## config.mk

```make
export PLATFORM = sky130hd
export DESIGN_NAME = multi_tap_keypad_text_entry_unit
export DESIGN_NICKNAME = d
export VERILOG_FILES = /design/src/design/mtk_pkg.sv /design/src/design/mtk_cell.sv /design/src/design/mtk_ctrl.sv /design/src/design/multi_tap_keypad_text_entry_unit.sv
export VERILOG_INCLUDE_DIRS = /design/src /design/src/design
export SDC_FILE = /design/constraint.sdc
export NUM_CORES = 1
export LEC_CHECK = 0
export ABC_CLOCK_PERIOD_IN_PS = 3400
export BUFFER_PORTS_ARGS = -buffer_cell sky130_fd_sc_hd__buf_2
export CORE_UTILIZATION = 35
export CTS_BUF_LIST = sky130_fd_sc_hd__clkbuf_8 sky130_fd_sc_hd__clkbuf_16
export DETAILED_ROUTE_END_ITERATION = 16
export PLACE_DENSITY_LB_ADDON = 0.12
export SETUP_SLACK_MARGIN = 0.2
export SYNTH_ARGS = -nofsm -noshare
export SYNTH_HDL_FRONTEND = slang
export SYNTH_HIERARCHICAL = 1
export SYNTH_SLANG_ARGS = --single-unit
```

## constraint.sdc

```tcl
create_clock -name clk -period 3.4 [get_ports clk]
set_input_delay 0.34 -clock clk [delete_from_list [all_inputs] [get_ports clk]]
set_output_delay 0.34 -clock clk [all_outputs]
set_load 0.02 [all_outputs]
```

## src/design/multi_tap_keypad_text_entry_unit_defines.svh

```systemverilog
// Assertion macros shared by the keypad text entry modules.
`ifndef MULTI_TAP_KEYPAD_TEXT_ENTRY_UNIT_DEFINES_SVH
`define MULTI_TAP_KEYPAD_TEXT_ENTRY_UNIT_DEFINES_SVH
`ifndef SYNTHESIS
// Same-cycle implication.
`define MTK_ASSERT_NOW(lbl, clk, rst, ante, cons, msg) \
  lbl: assert property (@(posedge clk) disable iff (rst) (ante) |-> (cons)) else $error(msg);
// Next-cycle implication.
`define MTK_ASSERT_NEXT(lbl, clk, rst, ante, cons, msg) \
  lbl: assert property (@(posedge clk) disable iff (rst) (ante) |=> (cons)) else $error(msg);
`else
`define MTK_ASSERT_NOW(lbl, clk, rst, ante, cons, msg)
`define MTK_ASSERT_NEXT(lbl, clk, rst, ante, cons, msg)
`endif
`endif

```

## src/design/mtk_pkg.sv

```systemverilog
`timescale 1ns / 1ps
package mtk_pkg;

  localparam int LINE_LEN = 8;
  localparam int SHOWN    = 8;
  localparam int CUR_W    = $clog2(LINE_LEN + 1);
  localparam int IDX_W    = $clog2(LINE_LEN);
  localparam int CNT_W    = 14;

  localparam logic [CNT_W-1:0] CNT_MAX    = 14'd9999;
  localparam logic [7:0]       SPACE_CHAR = 8'h20;
  localparam logic [7:0]       DIGIT_BASE = 8'h30;
  localparam logic [1:0]       TAP_LAST   = 2'd2;

  // Command broadcast to every character cell
  typedef struct packed {
    logic       shift;
    logic       clear_all;
    logic [7:0] ch;
  } mtk_cmd_t;

  // Letter of a key at a given tap position
  function automatic logic [7:0] letter_of(input logic [3:0] key, input logic [1:0] tap);
    logic [23:0] row;
    logic [7:0]  res;
    case (key)
      4'd1: row = ".QZ";
      4'd2: row = "ABC";
      4'd3: row = "DEF";
      4'd4: row = "GHI";
      4'd5: row = "JKL";
      4'd6: row = "MNO";
      4'd7: row = "PRS";
      4'd8: row = "TUV";
      4'd9: row = "WXY";
      default: row = {3{SPACE_CHAR}};
    endcase
    case (tap)
      2'd0: res = row[23:16];
      2'd1: res = row[15:8];
      2'd2: res = row[7:0];
      default: res = SPACE_CHAR;
    endcase
    return res;
  endfunction

endpackage

```

## src/design/mtk_cell.sv

```systemverilog
`timescale 1ns / 1ps
module mtk_cell
  import mtk_pkg::*;
(
  input  logic       clk,
  input  logic       rst,
  input  mtk_cmd_t   cmd,
  input  logic       wr_sel,
  input  logic [7:0] right_char,
  output logic [7:0] char_q
);

  // Take the right neighbor on shift, the new character when selected, space on clear
  always_ff @(posedge clk) begin
    if (rst) begin
      char_q <= SPACE_CHAR;
    end else if (cmd.shift) begin
      char_q <= right_char;
    end else if (wr_sel) begin
      char_q <= cmd.ch;
    end else if (cmd.clear_all) begin
      char_q <= SPACE_CHAR;
    end
  end

endmodule

```

## src/design/mtk_ctrl.sv

```systemverilog
`timescale 1ns / 1ps
`include "multi_tap_keypad_text_entry_unit_defines.svh"
module mtk_ctrl
  import mtk_pkg::*;
(
  input  logic                clk,
  input  logic                rst,
  input  logic                en,
  input  logic [8:0]          key_bits,
  input  logic                restart,
  output mtk_cmd_t            cmd,
  output logic [LINE_LEN-1:0] wr_sel,
  output logic [CNT_W-1:0]    press_count,
  output logic                digit_mode
);

  logic             mode_q;
  logic [CNT_W-1:0] count_q;
  logic [3:0]       last_q;
  logic [1:0]       tap_q;
  logic [CUR_W-1:0] cursor_q;

  logic             eff_mode;
  logic [CNT_W-1:0] eff_count;
  logic [3:0]       eff_last;
  logic [1:0]       eff_tap;
  logic [CUR_W-1:0] eff_cursor;

  logic             clr, tog, spc, any_key, normal, repeat_tap, append, not_full, write_en;
  logic [3:0]       k;
  logic [1:0]       tap_inc;
  logic [7:0]       ch;
  logic [CUR_W-1:0] pos_full;
  logic [IDX_W-1:0] write_pos;

  // Apply restart ahead of the key handling
  always_comb begin
    if (restart) begin
      eff_mode   = 1'b0;
      eff_count  = '0;
      eff_last   = '0;
      eff_tap    = '0;
      eff_cursor = '0;
    end else begin
      eff_mode   = mode_q;
      eff_count  = count_q;
      eff_last   = last_q;
      eff_tap    = tap_q;
      eff_cursor = cursor_q;
    end
  end

  // Decode key pairs in priority order
  assign clr     = key_bits[1] & key_bits[2];
  assign tog     = key_bits[4] & key_bits[5] & ~clr;
  assign spc     = key_bits[7] & key_bits[8] & ~clr & ~tog;
  assign any_key = |key_bits;
  assign normal  = any_key & ~clr & ~tog & ~spc;

  // Pick the lowest pressed key
  always_comb begin
    k = '0;
    for (int i = 8; i >= 0; i--) begin
      if (key_bits[i]) k = 4'(i + 1);
    end
  end

  assign not_full   = eff_cursor < CUR_W'(LINE_LEN);
  assign repeat_tap = normal & ~eff_mode & (k == eff_last) & (eff_cursor != '0);
  assign append     = spc | (normal & ~repeat_tap);
  assign tap_inc    = (eff_tap == TAP_LAST) ? 2'd0 : eff_tap + 2'd1;

  // Select the character to write
  always_comb begin
    if (spc) begin
      ch = SPACE_CHAR;
    end else if (eff_mode) begin
      ch = DIGIT_BASE + {4'b0000, k};
    end else if (repeat_tap) begin
      ch = letter_of(k, tap_inc);
    end else begin
      ch = letter_of(k, 2'd0);
    end
  end

  assign pos_full  = repeat_tap ? eff_cursor - CUR_W'(1) : eff_cursor;
  assign write_pos = pos_full[IDX_W-1:0];
  assign write_en  = en & (repeat_tap | (append & not_full));

  // Drive the cell row
  assign cmd.shift     = en & append & ~not_full;
  assign cmd.clear_all = en & (restart | clr);
  assign cmd.ch        = ch;

  always_comb begin
    for (int i = 0; i < LINE_LEN; i++) begin
      wr_sel[i] = write_en & (write_pos == IDX_W'(i));
    end
  end

  // Advance mode, counter, tap memory and cursor on each accepted item
  always_ff @(posedge clk) begin
    if (rst) begin
      mode_q   <= 1'b0;
      count_q  <= '0;
      last_q   <= '0;
      tap_q    <= '0;
      cursor_q <= '0;
    end else if (en) begin
      mode_q <= eff_mode ^ tog;
      if (any_key) begin
        count_q <= (eff_count == CNT_MAX) ? '0 : eff_count + CNT_W'(1);
      end else begin
        count_q <= eff_count;
      end
      if (clr || tog || spc || (normal && eff_mode)) begin
        last_q <= '0;
        tap_q  <= '0;
      end else if (repeat_tap) begin
        last_q <= eff_last;
        tap_q  <= tap_inc;
      end else if (normal) begin
        last_q <= k;
        tap_q  <= '0;
      end else begin
        last_q <= eff_last;
        tap_q  <= eff_tap;
      end
      if (clr) begin
        cursor_q <= '0;
      end else if (append && not_full) begin
        cursor_q <= eff_cursor + CUR_W'(1);
      end else begin
        cursor_q <= eff_cursor;
      end
    end
  end

  assign press_count = count_q;
  assign digit_mode  = mode_q;

  `MTK_ASSERT_NOW(a_cursor_range, clk, rst, 1'b1, cursor_q <= CUR_W'(LINE_LEN), "cursor past line end")
  `MTK_ASSERT_NOW(a_tap_range, clk, rst, 1'b1, tap_q != 2'd3, "tap index out of range")
  `MTK_ASSERT_NEXT(a_clear_cursor, clk, rst, en && clr, cursor_q == '0, "clear left cursor set")

endmodule

```

## src/design/multi_tap_keypad_text_entry_unit.sv

```systemverilog
`timescale 1ns / 1ps
// Multi-tap keypad text entry. Each input item is one sample of a nine-key pad
// plus a restart flag; each produces exactly one result item: the press count,
// the mode and the eight shown characters of the line after the sample is
// handled. The line is a row of character cells that update together, so the
// block takes one item per clock; an item is accepted whenever
// the output register is empty or being read in the same cycle, and its result
// is offered on the next cycle. Key pairs 2+3 clear the line, 5+6 toggle
// letter/digit mode, 8+9 enter a space; restart resets everything first.
`include "multi_tap_keypad_text_entry_unit_defines.svh"
module multi_tap_keypad_text_entry_unit
  import mtk_pkg::*;
(
  input  logic             clk,
  input  logic             rst,
  input  logic             in_valid,
  output logic             in_ready,
  input  logic [8:0]       key_bits,
  input  logic             restart,
  output logic             out_valid,
  input  logic             out_ready,
  output logic [CNT_W-1:0] press_count,
  output logic             digit_mode,
  output logic [7:0]       char0,
  output logic [7:0]       char1,
  output logic [7:0]       char2,
  output logic [7:0]       char3,
  output logic [7:0]       char4,
  output logic [7:0]       char5,
  output logic [7:0]       char6,
  output logic [7:0]       char7
);

  logic                accept;
  mtk_cmd_t            cmd;
  logic [LINE_LEN-1:0] wr_sel;
  logic [7:0]          line [LINE_LEN];
  logic [7:0]          shown [SHOWN];

  assign in_ready = ~out_valid | out_ready;
  assign accept   = in_valid & in_ready;

  // Hold the result until taken
  always_ff @(posedge clk) begin
    if (rst) begin
      out_valid <= 1'b0;
    end else if (accept) begin
      out_valid <= 1'b1;
    end else if (out_ready) begin
      out_valid <= 1'b0;
    end
  end

  mtk_ctrl u_ctrl (
    .clk         (clk),
    .rst         (rst),
    .en          (accept),
    .key_bits    (key_bits),
    .restart     (restart),
    .cmd         (cmd),
    .wr_sel      (wr_sel),
    .press_count (press_count),
    .digit_mode  (digit_mode)
  );

  // Row of character cells, each fed by its right neighbor, the last one by the new character
  for (genvar i = 0; i < LINE_LEN; i++) begin : g_cell
    logic [7:0] right_char;
    if (i == LINE_LEN - 1) begin : g_last
      assign right_char = cmd.ch;
    end else begin : g_mid
      assign right_char = line[i+1];
    end
    mtk_cell u_cell (
      .clk        (clk),
      .rst        (rst),
      .cmd        (cmd),
      .wr_sel     (wr_sel[i]),
      .right_char (right_char),
      .char_q     (line[i])
    );
  end

  // Show positions past the line as spaces
  for (genvar j = 0; j < SHOWN; j++) begin : g_shown
    if (j < LINE_LEN) begin : g_line
      assign shown[j] = line[j];
    end else begin : g_pad
      assign shown[j] = SPACE_CHAR;
    end
  end

  assign char0 = shown[0];
  assign char1 = shown[1];
  assign char2 = shown[2];
  assign char3 = shown[3];
  assign char4 = shown[4];
  assign char5 = shown[5];
  assign char6 = shown[6];
  assign char7 = shown[7];

  `MTK_ASSERT_NEXT(a_accept_result, clk, rst, accept, out_valid, "accepted item gave no result")
  `MTK_ASSERT_NOW(a_count_range, clk, rst, 1'b1, press_count < 14'd10000, "press count out of range")
  `MTK_ASSERT_NEXT(a_idle_keys, clk, rst, accept && !restart && key_bits == 9'd0, $stable(press_count) && $stable(digit_mode), "empty sample changed state")

endmodule

```

==> summary.txt <==
Min-delay src: in_valid
Via Count: 5583
CTS clk-pin slew, worst paths: 0.06 ns
Row count: 45
RSZ-0062 raised after global routing: true
Synth top area cells: dfxtp_1, a221oi_1, a21oi_1, or3b_2, inv_1
Worst Hold Class: input port to register
DRC: 0
Routing usage on met1: 29.5%
Share of flip-flops with an asynchronous set or reset: 0%
Worst Hold Path EP: out_valid$_SDFFE_PP0P_
Top cell type's share of synthesized area: 32.7%
Utilization after layout: 44.4%
CORE AREA: 0.0153 mm^2
PwrDens: 354 mW/mm^2
Worst VDD drop: 0.000233 V
Crit path launch type: input port
GP Congestion: 0.836
Seq cells post-synth: 90
CTS tree: yes
Critical Path Source: key_bits[4]
Seq/Total Area, Yosys: 32.7%
Worst relative slew slack: 51.8%
Tot GR Track Use: 20.9%
Hold Crit Depth: 3
I/O pin cnt: 95
First-pass DRT Iterations: 7
Most common cell in the netlist: dfxtp_1
Iteration-0 DRC Markers: 418
Setup Viol. Count Final: 0
Clk buf depth: 2
Final ANT Viol Nets: 0
Final wirelength: 16700 um
Num CTS Buffers: 9
CP Capture Type: register
Clock power share: 42.3%
Fill cells: 1603
First-pass GRT wire length: 27200 um
Sequential share of power: 44.6%
Min Hold Slack: 0.250 ns
R2R Path End: g_cell[6].u_cell/char_q[7]$_SDFFE_PP0P_
WP data arrival: 3.30 ns
Largest net degree at the start of global routing: 89
Number of global-route vias before repair: 5196
Flop-to-flop setup slack: 0.37 ns
Top FF cell, synth: dfxtp_1
Maximum net fanout on the critical path: 15
GRT met3 Usage: 2.72%
MaxCap Viol Count: 0
CTS Root Cell: clkbuf_16
Number of library cell types mapped by synthesis: 65
Int Power: 1750 uW
Cells after synthesis: 674
Busiest grt layer: met2
Sw Ratio: 26.9%
Initial antenna violation count: 0
Die footprint: 0.0162 mm^2
Worst R2R Start: u_ctrl/cursor_q[0]$_SDFFE_PP0P_
Clock sinks: 90
Post-layout min period: 3.06 ns
Via density: 5.58
Mapped cell area: 0.00551 mm^2
Outcome: complete, no violations
Height of the die: 127 um
Slew @ Worst Pin: 0.723 ns
Sw power: 646 uW
CTS H-tree lvls: 3
Number of diodes: 0
Lkg Pwr: 0.00255 uW
Mean Syn Cell Area: 8.17 um^2
Post-synth EDFFs: 0
Post-DR wirelength/cell: 16.7 um
Final setup TNS: 0 ns
Detailed-placement wirelength estimate: 11400 um
Die width: 127 um
Share of layout cells above drive strength 1: 30.9%
Classification of the worst setup path: input port to register
Period utilization: 90.0%
Met2 Use GR: 32.8%
Synth area leader: dfxtp_1
Critical Path RT: 3.64 ns
Skew-Pair Late Insertion Delay: 0.35 ns
Max-slew violation count: 0
Initial Utilization: 36.1%
Top post-synthesis cells by count: dfxtp_1, a21oi_1, inv_1
GRT overflow: 0
Mapped Nets: 697
Worst clock skew: 0.00706 ns
Hold Violations, Final: 0
R2R cell count: 12
Layout overhead on the synthesized area: 22.9%
Nets: 809
Port Buffer Count: 94
Logic gate share of total power: 13.0%
Synth warn: 6
Highest clock rate: 327 MHz
## critical path, stage by stage
cell,delay [ns]
buf_2,0.13
nor4_4,0.37
a211oi_1,0.12
a2111o_1,0.44
nor4b_4,0.36
a221oi_2,0.14
a32oi_1,0.23
buf_4,0.16
nor3_1,0.05
buf_4,0.21
or3b_2,0.47
a221oi_1,0.28
## sequential cells by signal (all words and copies together), names as in the netlist
| signal | flops |
|---|---|
| u_ctrl/tap_q | 2 |
| u_ctrl/digit_mode | 1 |
| g_cell.u_cell/char_q | 64 |
| u_ctrl/last_q | 4 |
| u_ctrl/press_count | 14 |
| u_ctrl/cursor_q | 4 |
| out_valid | 1 |
## how the worst max path moves through the flow
stage	to	slack, ns
floorplan	g_cell[0].u_cell/char_q[5]$_SDFFE_PP1P_	0.19
global placement	g_cell[3].u_cell/char_q[1]$_SDFFE_PP0P_	-0.008
detailed placement	g_cell[3].u_cell/char_q[1]$_SDFFE_PP0P_	-0.07
CTS	g_cell[3].u_cell/char_q[1]$_SDFFE_PP0P_	0.29
global route	g_cell[3].u_cell/char_q[1]$_SDFFE_PP0P_	0.16
finish	g_cell[6].u_cell/char_q[7]$_SDFFE_PP0P_	0.34
## timing repair
action	CTS	global route
gates resized for setup	0	7
hold buffers	0	0
buffers inserted	0	3
endpoints found under the setup margin	0	54
## through the flow
step	setup slack (ns)	std cells	power [uW]	instance area [um^2]
floorplan	0.185	674	1280	5550
global placement	-0.00815	983	1400	6420
detailed placement	-0.0685	983	1400	6420
CTS	0.293	998	2420	6720
global route	0.158	1001	2500	6770
finish	0.341	1001	2400	6770
## area by class of cell
| type | count | area (um^2) | share of cell area, % |
|---|---|---|---|
| multi-input cells | 467 | 3260 | 48.2 |
| flip-flops and latches | 90 | 1800 | 26.6 |
| repair buffers | 147 | 881 | 13.0 |
| inverters | 71 | 267 | 3.94 |
| well taps | 211 | 264 | 3.90 |
| clock buffers | 10 | 239 | 3.53 |
| clock inverters | 5 | 55.1 | 0.813 |
## cell families after synthesis
family                   count (synthesis)  share of synthesized area [%]
AO/OA/AOI/OAI                          229                           29.4
AND/OR/NAND/NOR                        221                           24.9
buffers and inverters                  117                           9.59
flip-flops                              90                           32.7
adder cells (fa/ha/maj)                  9                           2.04
multiplexers                             5                          0.909
XOR/XNOR                                 2                          0.318
other                                    1                         0.0681
## routing by layer
layer  wire, um  vias up  share of wire (%)
met5          0        -                  0
met4        187        0                1.1
met3        772       12                4.6
met2       7600      152                 46
met1       8110     2695                 49
li1           -     2724                  -
## power groups by stage
stage          logic (uW)  registers, uW  clock network (uW)
5_1_grt               341           1070                1090
4_1_cts               308           1070                1050
2_1_floorplan         175           1100                   0
3_5_place_dp          307           1090                   0
3_3_place_gp          304           1090                   0
6_report              312           1070                1020
## placed cells by master, fill, tap and decap left out, types with 8 or more instances in the layout
cell type,count
a21oi_1,84
a221oi_1,48
a221oi_2,12
buf_2,94
buf_4,52
clkbuf_16,9
dfxtp_1,90
ha_1,9
inv_1,70
nand2_1,36
nand3_1,9
nand4_1,8
nor2_1,37
nor2b_1,18
nor3_1,21
o21ai_0,19
o31ai_1,11
or3b_1,8
or3b_2,48
Note: power is estimated with default switching activity, not from simulation.
